File: src/design/psd_gci_pkg.sv
package psd_gci_pkg;

    localparam int MAX_SAMPLES_DEF = 4096;
    localparam int SAMPLE_BITS_DEF = 14;
    localparam int FRAC_BITS_DEF   = 8;

    localparam int LEN_W      = 12;
    localparam int SPE_W      = 13;
    localparam int CFG_ADDR_W = 3;
    localparam int CFG_DATA_W = 13;

    localparam logic [CFG_ADDR_W-1:0] CFG_PRETRIGGER_LEN    = CFG_ADDR_W'(0);
    localparam logic [CFG_ADDR_W-1:0] CFG_PREGATE_LEN       = CFG_ADDR_W'(1);
    localparam logic [CFG_ADDR_W-1:0] CFG_SHORT_GATE_LEN    = CFG_ADDR_W'(2);
    localparam logic [CFG_ADDR_W-1:0] CFG_LONG_GATE_LEN     = CFG_ADDR_W'(3);
    localparam logic [CFG_ADDR_W-1:0] CFG_SAMPLES_PER_EVENT = CFG_ADDR_W'(4);

    localparam logic [LEN_W-1:0] PRETRIGGER_LEN_RST    = LEN_W'(64);
    localparam logic [LEN_W-1:0] PREGATE_LEN_RST       = LEN_W'(16);
    localparam logic [LEN_W-1:0] SHORT_GATE_LEN_RST    = LEN_W'(24);
    localparam logic [LEN_W-1:0] LONG_GATE_LEN_RST     = LEN_W'(100);
    localparam logic [SPE_W-1:0] SAMPLES_PER_EVENT_RST = SPE_W'(256);

    typedef struct packed {
        logic [LEN_W-1:0] pretrigger_len;
        logic [LEN_W-1:0] pregate_len;
        logic [LEN_W-1:0] short_gate_len;
        logic [LEN_W-1:0] long_gate_len;
        logic [SPE_W-1:0] samples_per_event;
    } psd_gci_cfg_t;

    typedef struct packed {
        logic accept;
        logic div_step;
        logic mul_en;
        logic out_load;
    } psd_gci_cmd_t;

    typedef struct packed {
        logic last;
        logic out_free;
    } psd_gci_sts_t;

    typedef enum logic [1:0] {
        S_ACCUM,
        S_DIV,
        S_MUL,
        S_LOAD
    } psd_gci_state_t;

endpackage

File: src/design/psd_gci_ctrl.sv
module psd_gci_ctrl #(
    parameter int DIV_STEPS = 34
) (
    input  logic                      aclk,
    input  logic                      aresetn,
    input  logic                      s_tvalid,
    output logic                      s_tready,
    input  psd_gci_pkg::psd_gci_sts_t sts,
    output psd_gci_pkg::psd_gci_cmd_t cmd
);

    localparam int CW = $clog2(DIV_STEPS);

    psd_gci_pkg::psd_gci_state_t state_reg, state_next;
    logic [CW-1:0] div_cnt_reg, div_cnt_next;
    logic          div_done;

    assign div_done = (div_cnt_reg == CW'(DIV_STEPS - 1));

    always_ff @(posedge aclk) begin
        if (!aresetn) begin
            state_reg   <= psd_gci_pkg::S_ACCUM;
            div_cnt_reg <= '0;
        end else begin
            state_reg   <= state_next;
            div_cnt_reg <= div_cnt_next;
        end
    end

    always_comb begin
        state_next = state_reg;
        case (state_reg)
            psd_gci_pkg::S_ACCUM: begin
                if (s_tvalid && sts.last) state_next = psd_gci_pkg::S_DIV;
            end
            psd_gci_pkg::S_DIV: begin
                if (div_done) state_next = psd_gci_pkg::S_MUL;
            end
            psd_gci_pkg::S_MUL: begin
                state_next = psd_gci_pkg::S_LOAD;
            end
            psd_gci_pkg::S_LOAD: begin
                if (sts.out_free) state_next = psd_gci_pkg::S_ACCUM;
            end
            default: state_next = psd_gci_pkg::S_ACCUM;
        endcase
    end

    always_comb begin
        s_tready     = 1'b0;
        cmd          = '0;
        div_cnt_next = '0;
        case (state_reg)
            psd_gci_pkg::S_ACCUM: begin
                s_tready   = 1'b1;
                cmd.accept = s_tvalid;
            end
            psd_gci_pkg::S_DIV: begin
                cmd.div_step = 1'b1;
                div_cnt_next = div_cnt_reg + CW'(1);
            end
            psd_gci_pkg::S_MUL: begin
                cmd.mul_en = 1'b1;
            end
            psd_gci_pkg::S_LOAD: begin
                cmd.out_load = sts.out_free;
            end
            default: begin
                s_tready = 1'b0;
            end
        endcase
    end

endmodule

File: src/design/psd_gci_datapath.sv
module psd_gci_datapath #(
    parameter int MAX_SAMPLES = psd_gci_pkg::MAX_SAMPLES_DEF,
    parameter int SAMPLE_BITS = psd_gci_pkg::SAMPLE_BITS_DEF,
    parameter int FRAC_BITS   = psd_gci_pkg::FRAC_BITS_DEF
) (
    input  logic                      aclk,
    input  logic                      aresetn,
    input  psd_gci_pkg::psd_gci_cfg_t cfg,
    input  logic [SAMPLE_BITS-1:0]    sample,
    input  logic                      event_start,
    input  psd_gci_pkg::psd_gci_cmd_t cmd,
    output psd_gci_pkg::psd_gci_sts_t sts,
    input  logic                      m_tready,
    output logic                      m_tvalid,
    output logic [SAMPLE_BITS+FRAC_BITS-1:0] baseline_avg,
    output logic [$clog2(MAX_SAMPLES+1)+SAMPLE_BITS+FRAC_BITS-1:0] charge_short,
    output logic [$clog2(MAX_SAMPLES+1)+SAMPLE_BITS+FRAC_BITS-1:0] charge_long,
    output logic                      window_error
);

    localparam int CNT_W    = $clog2(MAX_SAMPLES + 1);
    localparam int SUM_W    = SAMPLE_BITS + $clog2(MAX_SAMPLES);
    localparam int BASE_W   = SAMPLE_BITS + FRAC_BITS;
    localparam int CHARGE_W = CNT_W + BASE_W;
    localparam int DIVD_W   = SUM_W + FRAC_BITS;
    localparam int XW       = ((CNT_W > psd_gci_pkg::SPE_W) ? CNT_W : psd_gci_pkg::SPE_W) + 1;

    // per-sample decode
    logic [XW-1:0] spe_x, max_x, n_x, bwin_x, bw_x, sg_x, lg_x, long_x, i_x, d_x;
    logic          win_err, in_base, in_gate, short_hit, long_hit, last;

    // running accumulators
    logic [CNT_W-1:0] idx_reg, scnt_reg, lcnt_reg;
    logic [SUM_W-1:0] bsum_reg, ssum_reg, lsum_reg;
    logic [CNT_W-1:0] scnt_upd, lcnt_upd;
    logic [SUM_W-1:0] bsum_upd, ssum_upd, lsum_upd;

    // end-of-event values
    logic [CNT_W-1:0]  scnt_f_reg, lcnt_f_reg, bw_f_reg;
    logic [SUM_W-1:0]  ssum_f_reg, lsum_f_reg;
    logic              err_f_reg;
    logic [DIVD_W-1:0] dvd_reg;
    logic [CNT_W-1:0]  rem_reg;
    logic [CNT_W:0]    trial;
    logic              qbit;
    logic [DIVD_W-1:0] quo;
    logic [BASE_W-1:0] base;
    logic [CHARGE_W-1:0] prod_s_reg, prod_l_reg, prod_s_next, prod_l_next;
    logic [CHARGE_W-1:0] qs_next, ql_next;

    logic                m_tvalid_reg;
    logic [BASE_W-1:0]   base_out_reg;
    logic [CHARGE_W-1:0] qs_out_reg, ql_out_reg;
    logic                err_out_reg;

    always_comb begin
        spe_x   = XW'(cfg.samples_per_event);
        max_x   = XW'(MAX_SAMPLES);
        if (spe_x == '0) n_x = XW'(1);
        else if (spe_x > max_x) n_x = max_x;
        else n_x = spe_x;

        win_err = (cfg.pretrigger_len <= cfg.pregate_len);
        bwin_x  = win_err ? '0 : XW'(cfg.pretrigger_len - cfg.pregate_len);
        bw_x    = (bwin_x < n_x) ? bwin_x : n_x;
        sg_x    = XW'(cfg.short_gate_len);
        lg_x    = XW'(cfg.long_gate_len);
        long_x  = (lg_x > sg_x) ? lg_x : sg_x;

        i_x       = event_start ? '0 : XW'(idx_reg);
        d_x       = i_x - bwin_x;
        in_base   = (i_x < bw_x);
        in_gate   = (i_x >= bwin_x) && (i_x < n_x);
        short_hit = in_gate && (d_x < sg_x);
        long_hit  = in_gate && (d_x < long_x);
        last      = ((i_x + XW'(1)) >= n_x);

        bsum_upd = (event_start ? '0 : bsum_reg) + (in_base ? SUM_W'(sample) : '0);
        ssum_upd = (event_start ? '0 : ssum_reg) + (short_hit ? SUM_W'(sample) : '0);
        lsum_upd = (event_start ? '0 : lsum_reg) + (long_hit ? SUM_W'(sample) : '0);
        scnt_upd = (event_start ? '0 : scnt_reg) + CNT_W'(short_hit);
        lcnt_upd = (event_start ? '0 : lcnt_reg) + CNT_W'(long_hit);
    end

    always_ff @(posedge aclk) begin
        if (!aresetn) begin
            idx_reg  <= '0;
            bsum_reg <= '0;
            ssum_reg <= '0;
            lsum_reg <= '0;
            scnt_reg <= '0;
            lcnt_reg <= '0;
        end else if (cmd.accept) begin
            if (last) begin
                idx_reg  <= '0;
                bsum_reg <= '0;
                ssum_reg <= '0;
                lsum_reg <= '0;
                scnt_reg <= '0;
                lcnt_reg <= '0;
            end else begin
                idx_reg  <= i_x[CNT_W-1:0] + CNT_W'(1);
                bsum_reg <= bsum_upd;
                ssum_reg <= ssum_upd;
                lsum_reg <= lsum_upd;
                scnt_reg <= scnt_upd;
                lcnt_reg <= lcnt_upd;
            end
        end
    end

    // restoring divider, one quotient bit per step; quotient shifts into dvd_reg
    assign trial = {rem_reg, dvd_reg[DIVD_W-1]};
    assign qbit  = (trial >= {1'b0, bw_f_reg});

    always_ff @(posedge aclk) begin
        if (cmd.accept && last) begin
            dvd_reg    <= DIVD_W'(bsum_upd) << FRAC_BITS;
            rem_reg    <= '0;
            ssum_f_reg <= ssum_upd;
            lsum_f_reg <= lsum_upd;
            scnt_f_reg <= scnt_upd;
            lcnt_f_reg <= lcnt_upd;
            bw_f_reg   <= bw_x[CNT_W-1:0];
            err_f_reg  <= win_err;
        end else if (cmd.div_step) begin
            rem_reg <= qbit ? CNT_W'(trial - {1'b0, bw_f_reg}) : trial[CNT_W-1:0];
            dvd_reg <= {dvd_reg[DIVD_W-2:0], qbit};
        end
    end

    // empty window divides by zero; baseline forced to 0
    assign quo  = (bw_f_reg == '0) ? '0 : dvd_reg;
    assign base = quo[BASE_W-1:0];

    // a window shrunk mid event can push the quotient past BASE_W; the charges
    // use the whole quotient, only the baseline output is cut
    assign prod_s_next = CHARGE_W'(scnt_f_reg) * CHARGE_W'(quo);
    assign prod_l_next = CHARGE_W'(lcnt_f_reg) * CHARGE_W'(quo);

    always_ff @(posedge aclk) begin
        if (cmd.mul_en) begin
            prod_s_reg <= prod_s_next;
            prod_l_reg <= prod_l_next;
        end
    end

    assign qs_next = prod_s_reg - (CHARGE_W'(ssum_f_reg) << FRAC_BITS);
    assign ql_next = prod_l_reg - (CHARGE_W'(lsum_f_reg) << FRAC_BITS);

    always_ff @(posedge aclk) begin
        if (!aresetn) begin
            m_tvalid_reg <= 1'b0;
        end else if (cmd.out_load) begin
            m_tvalid_reg <= 1'b1;
        end else if (m_tready) begin
            m_tvalid_reg <= 1'b0;
        end
    end

    always_ff @(posedge aclk) begin
        if (cmd.out_load) begin
            base_out_reg <= base;
            qs_out_reg   <= qs_next;
            ql_out_reg   <= ql_next;
            err_out_reg  <= err_f_reg;
        end
    end

    assign sts.last     = last;
    assign sts.out_free = !m_tvalid_reg || m_tready;

    assign m_tvalid     = m_tvalid_reg;
    assign baseline_avg = base_out_reg;
    assign charge_short = qs_out_reg;
    assign charge_long  = ql_out_reg;
    assign window_error = err_out_reg;

endmodule

File: src/design/psd_gated_charge_integrator.sv
// Accepts one sample per cycle while an event accumulates.
// After the last sample of an event the input stalls while a bit-serial divider
// forms the baseline, a multiply state forms the products and a load state waits
// for the output register to be free and loads it; m_axis_tvalid rises after that
// load. aresetn (synchronous) restores the default configuration, clears the
// running sums and drops m_axis_tvalid.
module psd_gated_charge_integrator #(
    parameter int MAX_SAMPLES = psd_gci_pkg::MAX_SAMPLES_DEF,
    parameter int SAMPLE_BITS = psd_gci_pkg::SAMPLE_BITS_DEF,
    parameter int FRAC_BITS   = psd_gci_pkg::FRAC_BITS_DEF
) (
    input  logic aclk,
    input  logic aresetn,

    input  logic                                 cfg_wr_en,
    input  logic [psd_gci_pkg::CFG_ADDR_W-1:0]   cfg_addr,
    input  logic [psd_gci_pkg::CFG_DATA_W-1:0]   cfg_wdata,

    input  logic                                 s_axis_tvalid,
    output logic                                 s_axis_tready,
    // sample
    input  logic [((SAMPLE_BITS+7)/8)*8-1:0]     s_axis_tdata,
    // event_start
    input  logic                                 s_axis_tuser,

    output logic                                 m_axis_tvalid,
    input  logic                                 m_axis_tready,
    // baseline_avg, charge_short, charge_long
    output logic [((2*$clog2(MAX_SAMPLES+1)+3*(SAMPLE_BITS+FRAC_BITS)+7)/8)*8-1:0]
                                                 m_axis_tdata,
    // window_error
    output logic                                 m_axis_tuser
);

    localparam int CNT_W    = $clog2(MAX_SAMPLES + 1);
    localparam int SUM_W    = SAMPLE_BITS + $clog2(MAX_SAMPLES);
    localparam int BASE_W   = SAMPLE_BITS + FRAC_BITS;
    localparam int CHARGE_W = CNT_W + BASE_W;
    localparam int OUT_W    = ((2 * CNT_W + 3 * BASE_W + 7) / 8) * 8;

    psd_gci_pkg::psd_gci_cfg_t cfg_reg;
    psd_gci_pkg::psd_gci_cmd_t cmd;
    psd_gci_pkg::psd_gci_sts_t sts;

    logic [BASE_W-1:0]   baseline_avg;
    logic [CHARGE_W-1:0] charge_short, charge_long;

    always_ff @(posedge aclk) begin
        if (!aresetn) begin
            cfg_reg.pretrigger_len    <= psd_gci_pkg::PRETRIGGER_LEN_RST;
            cfg_reg.pregate_len       <= psd_gci_pkg::PREGATE_LEN_RST;
            cfg_reg.short_gate_len    <= psd_gci_pkg::SHORT_GATE_LEN_RST;
            cfg_reg.long_gate_len     <= psd_gci_pkg::LONG_GATE_LEN_RST;
            cfg_reg.samples_per_event <= psd_gci_pkg::SAMPLES_PER_EVENT_RST;
        end else if (cfg_wr_en) begin
            case (cfg_addr)
                psd_gci_pkg::CFG_PRETRIGGER_LEN:
                    cfg_reg.pretrigger_len <= cfg_wdata[psd_gci_pkg::LEN_W-1:0];
                psd_gci_pkg::CFG_PREGATE_LEN:
                    cfg_reg.pregate_len <= cfg_wdata[psd_gci_pkg::LEN_W-1:0];
                psd_gci_pkg::CFG_SHORT_GATE_LEN:
                    cfg_reg.short_gate_len <= cfg_wdata[psd_gci_pkg::LEN_W-1:0];
                psd_gci_pkg::CFG_LONG_GATE_LEN:
                    cfg_reg.long_gate_len <= cfg_wdata[psd_gci_pkg::LEN_W-1:0];
                psd_gci_pkg::CFG_SAMPLES_PER_EVENT:
                    cfg_reg.samples_per_event <= cfg_wdata[psd_gci_pkg::SPE_W-1:0];
                default: ;
            endcase
        end
    end

    psd_gci_ctrl #(
        .DIV_STEPS (SUM_W + FRAC_BITS)
    ) u_ctrl (
        .aclk     (aclk),
        .aresetn  (aresetn),
        .s_tvalid (s_axis_tvalid),
        .s_tready (s_axis_tready),
        .sts      (sts),
        .cmd      (cmd)
    );

    psd_gci_datapath #(
        .MAX_SAMPLES (MAX_SAMPLES),
        .SAMPLE_BITS (SAMPLE_BITS),
        .FRAC_BITS   (FRAC_BITS)
    ) u_datapath (
        .aclk         (aclk),
        .aresetn      (aresetn),
        .cfg          (cfg_reg),
        .sample       (s_axis_tdata[SAMPLE_BITS-1:0]),
        .event_start  (s_axis_tuser),
        .cmd          (cmd),
        .sts          (sts),
        .m_tready     (m_axis_tready),
        .m_tvalid     (m_axis_tvalid),
        .baseline_avg (baseline_avg),
        .charge_short (charge_short),
        .charge_long  (charge_long),
        .window_error (m_axis_tuser)
    );

    assign m_axis_tdata = OUT_W'({charge_long, charge_short, baseline_avg});

endmodule

File: config.mk
export PLATFORM = sky130hd
export DESIGN_NAME = psd_gated_charge_integrator
export DESIGN_NICKNAME = d
export VERILOG_FILES = /design/src/design/psd_gci_pkg.sv /design/src/design/psd_gci_ctrl.sv /design/src/design/psd_gci_datapath.sv /design/src/design/psd_gated_charge_integrator.sv
export SDC_FILE = /design/constraint.sdc
export NUM_CORES = 2
export LEC_CHECK = 0
export BUFFER_PORTS_ARGS = -buffer_cell sky130_fd_sc_hd__buf_2
export CELL_PAD_IN_SITES_DETAIL_PLACEMENT = 1
export CELL_PAD_IN_SITES_GLOBAL_PLACEMENT = 1
export CORE_MARGIN = 3
export CORE_UTILIZATION = 55
export CTS_CLUSTER_DIAMETER = 50
export DETAILED_ROUTE_END_ITERATION = 10
export PLACE_DENSITY_LB_ADDON = 0.1
export SLEW_MARGIN = 30
export SYNTH_ARGS = -nofsm -noshare
export SYNTH_HDL_FRONTEND = slang
export SYNTH_SLANG_ARGS = --single-unit
File: constraint.sdc
create_clock -name aclk -period 26.4 [get_ports aclk]
set_input_delay 5.28 -clock aclk [delete_from_list [all_inputs] [get_ports aclk]]
set_output_delay 5.28 -clock aclk [all_outputs]
set_load 0.01 [all_outputs]
; ---- Word level (Yosys, flattened, before mapping)
; Cells that the tools add are included.
[word_totals]
reg_bits = 489
latch_bits = 0
ram_bits = 0
mem_bits_ro = 0
out_inout_bits = 99
elab_cells = 121
memories = 0
[classes]
n_addsub = 13
multipliers = 2
div = 0
n_lt_le_gt_ge = 11
n_eq_ne = 11
shifts = 0
muxes = 35
bitwise = 0
n_reduce_logical = 20
[op_table]
columns = op, n
row1 = 2-to-1 mux 26 bit, 6
row2 = 2-to-1 mux 13 bit, 9
row3 = 2-to-1 mux 34 bit, 3
row4 = adder 26 bit, 3
row5 = multiplier 13 x 34 -> 35 bit, 2
row6 = 2-to-1 mux 14 bit, 5
row7 = subtractor 35 x 34 -> 35 bit, 2
row8 = greater-or-equal comparator 14 x 13 -> 1 bit, 2
row9 = less-than comparator 14 x 13 -> 1 bit, 2
row10 = less-than comparator 14 bit, 2
row11 = adder 13 x 1 -> 13 bit, 2
row12 = logical NOT 13 bit, 2
row13 = adder 14 x 1 -> 14 bit (second input constant), 1
row14 = greater-or-equal comparator 14 bit, 1
row15 = less-than comparator 14 x 12 -> 1 bit, 1
row16 = subtractor 14 bit, 1
row17 = adder 13 x 1 -> 13 bit (second input constant), 1
row18 = > comparator 13 bit (second input constant), 1
row19 = subtractor 12 x 12 -> 13 bit, 1
row20 = subtractor 13 bit, 1
row21 = > comparator 12 bit, 1
row22 = <= comparator 12 bit, 1
row23 = 2-to-1 mux 12 bit, 1
row24 = AND reduction 2 bit, 6
row25 = other kinds (18), 35

; ---- Longest topological paths before layout
[logic_depth]
word_depth = 9
mapped_depth = 45
mapped_depth_nobuf = 42

; ---- Cells and area by module
; From an unflattened synthesis, not the netlist that was laid out.
[hier_totals]
cells_unflattened = 5279
hier_area_um2 = 49273.5
[by_module_without_submodules]
columns = module, instances, cells_per_inst, area_per_inst_um2, seq_area_each_um2
row1 = psd_gci_datapath, 1, 5004, 46508.4, 11220.8
row2 = psd_gated_charge_integrator, 1, 230, 2346.0, 1221.2
row3 = psd_gci_ctrl, 1, 45, 419.2, 160.2

; ---- Worst setup path before layout
; Ideal clock, no wire load.
[synth_path]
path_kind = input -> register
startpoint = in s_axis_tuser
endpoint = reg u_datapath.bw_f_reg[0] (enable)
setup_time_ps = 492
arrival_time_ps = 11728
setup_slack_ps = 14180
path_stages = 20
n_path_buf = 6
path_cell_list = clkbuf_1 > clkbuf_1 > clkbuf_1 > buf_1 > nor2b_1 > ha_1 > and3_1 > and3_1 > and3_1 > nand3_1 > xnor2_1 > ha_1 > nand4_1 > a221o_1 > a31oi_1 > nand2b_1 > clkbuf_1 > nand2_1 > clkinv_1 > buf_1
[synth_between]
elab_chain_cells = 4
[synth_lines]
columns = item, line
row1 = "start, declared", psd_gated_charge_integrator.sv:24  ; input logic s_axis_tuser,
row2 = 2-to-1 mux 13 bit, psd_gci_datapath.sv:70  ; i_x = event_start ? '0 : XW'(idx_reg);
row3 = adder 14 x 1 -> 14 bit, psd_gci_datapath.sv:76  ; last = ((i_x + XW'(1)) >= n_x);
row4 = greater-or-equal comparator 14 x 13 -> 1 bit, psd_gci_datapath.sv:76
row5 = logical AND 1 bit, psd_gci_datapath.sv:117  ; if (cmd.accept && last) begin
row6 = "end signal, assigned", psd_gci_datapath.sv:124  ; bw_f_reg <= bw_x[CNT_W-1:0];
row7 = "end, declared", psd_gci_datapath.sv:39  ; logic [CNT_W-1:0] scnt_f_reg, lcnt_f_reg, bw_f_reg;
; Every way passes these cells.
; A chain may end at the register's enable or synchronous reset.

; ---- Worst setup path in the final report
[layout_path]
startpoint = in s_axis_tuser
endpoint = reg u_datapath.lsum_f_reg[24], data pin
[layout_between]
elab_chain_cells = 6
[layout_lines]
columns = item, line
row1 = 2-to-1 mux 13 bit, psd_gci_datapath.sv:70
row2 = "subtractor 14 bit, or another cell as far along", psd_gci_datapath.sv:71  ; d_x = i_x - bwin_x;
row3 = less-than comparator 14 bit or logical AND 1 bit (tied branches), "psd_gci_datapath.sv:75, psd_gci_datapath.sv:73"
row4 = logical AND 1 bit, psd_gci_datapath.sv:75  ; long_hit = in_gate && (d_x < long_x);
row5 = 2-to-1 mux 14 bit, psd_gci_datapath.sv:80  ; lsum_upd = (event_start ? '0 : lsum_reg) + (long_hit ? SUM_W'(sample) : '0);
row6 = adder 26 bit (*), psd_gci_datapath.sv:80
row7 = net u_datapath.lsum_upd[24], psd_gci_datapath.sv:36  ; logic [SUM_W-1:0] bsum_upd, ssum_upd, lsum_upd;
row8 = "end signal, assigned", psd_gci_datapath.sv:121  ; lsum_f_reg <= lsum_upd;
row9 = "end, declared", psd_gci_datapath.sv:40  ; logic [SUM_W-1:0] ssum_f_reg, lsum_f_reg;
; The timed path passes the listed nets; every way through them passes the cells marked *.

==> flow_summary.json <==
{
  "ys_seq_elements": 489,
  "nNetsFinal": 6297,
  "viasPerCell": 6.065,
  "grt-ovfl-total": 0,
  "post-route-period-util": 0.4529,
  "initial_core_util": 0.5596,
  "grtUsageTotal": 0.3411,
  "antenna_found_initial": 12,
  "layout_setup_ws_ns": 14.44,
  "hp-class": "reg -> reg",
  "layout_min_cycle_time_ns": 11.96,
  "nFillCells": 10030,
  "worst-slew-pin-transition_ns": 1.032,
  "whs_ns": 0.4172,
  "synth_cells": 5338,
  "clockBufferDepth": 3,
  "tns_ns": 0,
  "htree_num_levels": 3,
  "grt_max_degree": 105,
  "hold_violations": 0,
  "ys_seq_area_frac": 0.2572,
  "cts_tree": "built",
  "start_kind": "primary input",
  "first_iter_violations": 2767,
  "fmax_ghz": 0.08364,
  "place_congestion": 0.9339,
  "grt_pass1_wl_mm": 247.1,
  "synth_area_sq_um": 49000,
  "largest_reg_flops": 61,
  "die_h_um": 304.5,
  "reg2reg_depth": 40,
  "rows": 108,
  "maxSlewHeadroom": 0.3122,
  "synthFlopType": "edfxtp_1",
  "drc": 0,
  "synth_cell_types": 87,
  "fin_skew_ns": 0.03885,
  "setup_viol": 0,
  "syn_avg_cell_area_sq_um": 9.180,
  "crit_start": "s_axis_tuser",
  "post_cts_resized": 0,
  "vias": 39740,
  "totalWireLength_mm": 158.3,
  "r2r_slack_ns": 15.87,
  "firstDrtPassIters": 5,
  "status": "complete, no violations",
  "synth.top_cells.by_area": "fa_1, edfxtp_1, ha_1, dfxtp_1, nand2_1",
  "cts_hold_buf": 0,
  "placed_cell_area_sq_um": 50630,
  "post_cts_buffers": 0,
  "postRouteAntennaNets": 0,
  "endpoint": "u_datapath.lsum_f_reg[24]",
  "fp.dieW_um": 304.5,
  "multi_input_area_sq_um": 32810,
  "wl_per_cell_um": 24.16,
  "worstReg2RegStart": "cfg_reg[38]",
  "dp_slack_ns": 13.91,
  "async_flop_share": 0,
  "drive_gt1_frac": 0.06936,
  "io_pins": 137,
  "synth_edf_count": 281,
  "place.port_buffers": 130,
  "fp.coreArea_sq_um": 87560,
  "rr_endpoint": "u_datapath.dvd_reg[32]",
  "crit_path_max_incr_delay_ns": 0.55,
  "endpoint_kind": "flip-flop",
  "dieArea_sq_um": 92720,
  "clock_latency_ns": 0.66,
  "rsz0062_at_grt": "no",
  "maxSlewViolCount": 0,
  "slowest_stage": "or4b_4",
  "cts_sinks": 489,
  "synth.top_cell.area_share": 0.2402,
  "regArea_sq_um": 12600,
  "path_clk_slew_ns": 0.05,
  "fin_area_sq_um": 53120,
  "yosys.area.top_type": "fa_1",
  "cap_violations": 0,
  "required_ns": 26.78,
  "yosysWarnings": 0,
  "cts_buffers": 73,
  "worstPathArrival_ns": 12.33,
  "final_cell_mix": "nand2_1, inv_1, fa_1, ha_1, a21oi_1",
  "critPathKind": "in -> reg",
  "cts.root.buffer_cell": "clkbuf_16",
  "grt_pass1_vias": 43420,
  "layout_commonest_cell": "nand2_1",
  "syn2layout_area_growth_pct": 8.390,
  "dp_hpwl_mm": 115.7,
  "critPathMaxFanout": 32
}
synth_stat cells, drive strengths merged, types with 10 or more instances:
cell,n
a211oi,17
a21o,86
a21oi,290
a22oi,22
a31oi,33
a41oi,11
and2,58
and3,275
buf,27
clkbuf,265
dfxtp,208
edfxtp,281
fa,588
ha,340
inv,677
mux2i,35
nand2,800
nand2b,45
nand3,166
nand3b,13
nand4,38
nor2,195
nor2b,116
nor3,54
nor4,10
nor4b,16
o211ai,20
o21a,47
o21ai,140
o21bai,25
o31ai,14
or3,33
xnor2,197
xor2,71
layout make-up:
type,count,share of cell area
repair buffers,207,0.02318
inverters,678,0.04801
well taps,1155,0.02721
multi-input cells,3882,0.6177
flip-flops and latches,489,0.2373
clock buffers,89,0.03710
clock inverters,47,0.009281
diodes,5,0.0002356
worst min path at each step:
stage               slack [ns]                   endpoint                      from  cells past startpoint
finish                    0.42  u_datapath.charge_long[1]  u_datapath.prod_l_reg[1]                      0
floorplan                 0.40  u_datapath.charge_long[0]  u_datapath.prod_l_reg[0]                      0
global route              0.42  u_datapath.charge_long[1]  u_datapath.prod_l_reg[1]                      0
detailed placement        0.41  u_datapath.charge_long[1]  u_datapath.prod_l_reg[1]                      0
global placement          0.40  u_datapath.charge_long[0]  u_datapath.prod_l_reg[0]                      0
CTS                       0.42  u_datapath.charge_long[1]  u_datapath.prod_l_reg[1]                      0
metrics by stage:
step                      std cells    util
after floorplan                5341       -
after global placement         6411  0.5780
after detailed placement       6411  0.5782
after CTS                      6547  0.6063
after global routing           6549  0.6065
final                          6552  0.6066
worst max-delay path, delay by kind of cell:
kind / cells / cell delay (ns)
AO/OA/AOI/OAI: 13 / 2.82
AND/OR/NAND/NOR: 7 / 1.56
buffers and inverters: 4 / 0.78
adder cells (fa/ha/maj): 4 / 1.42
XOR/XNOR: 2 / 0.40
kinds of logic after synthesis:
group,count (synthesis),share of synthesized area
simple gates,1859,0.1839
buf+inv,970,0.07512
fa+ha+maj,928,0.3270
compound gates,782,0.1003
flops,489,0.2572
xor+xnor,268,0.04790
mux,41,0.008528
other cells,1,0.00007652
metal layers:
metal	wire length [um]	GRT usage
met1	63530	0.4289
met3	10590	0.05215
met2	77710	0.5911
met4	6412	0.1353
met5	43	0
Power is left out: the tool's default activity adds up to more than one toggle a clock period on the data nets, which glitch-free logic cannot reach.
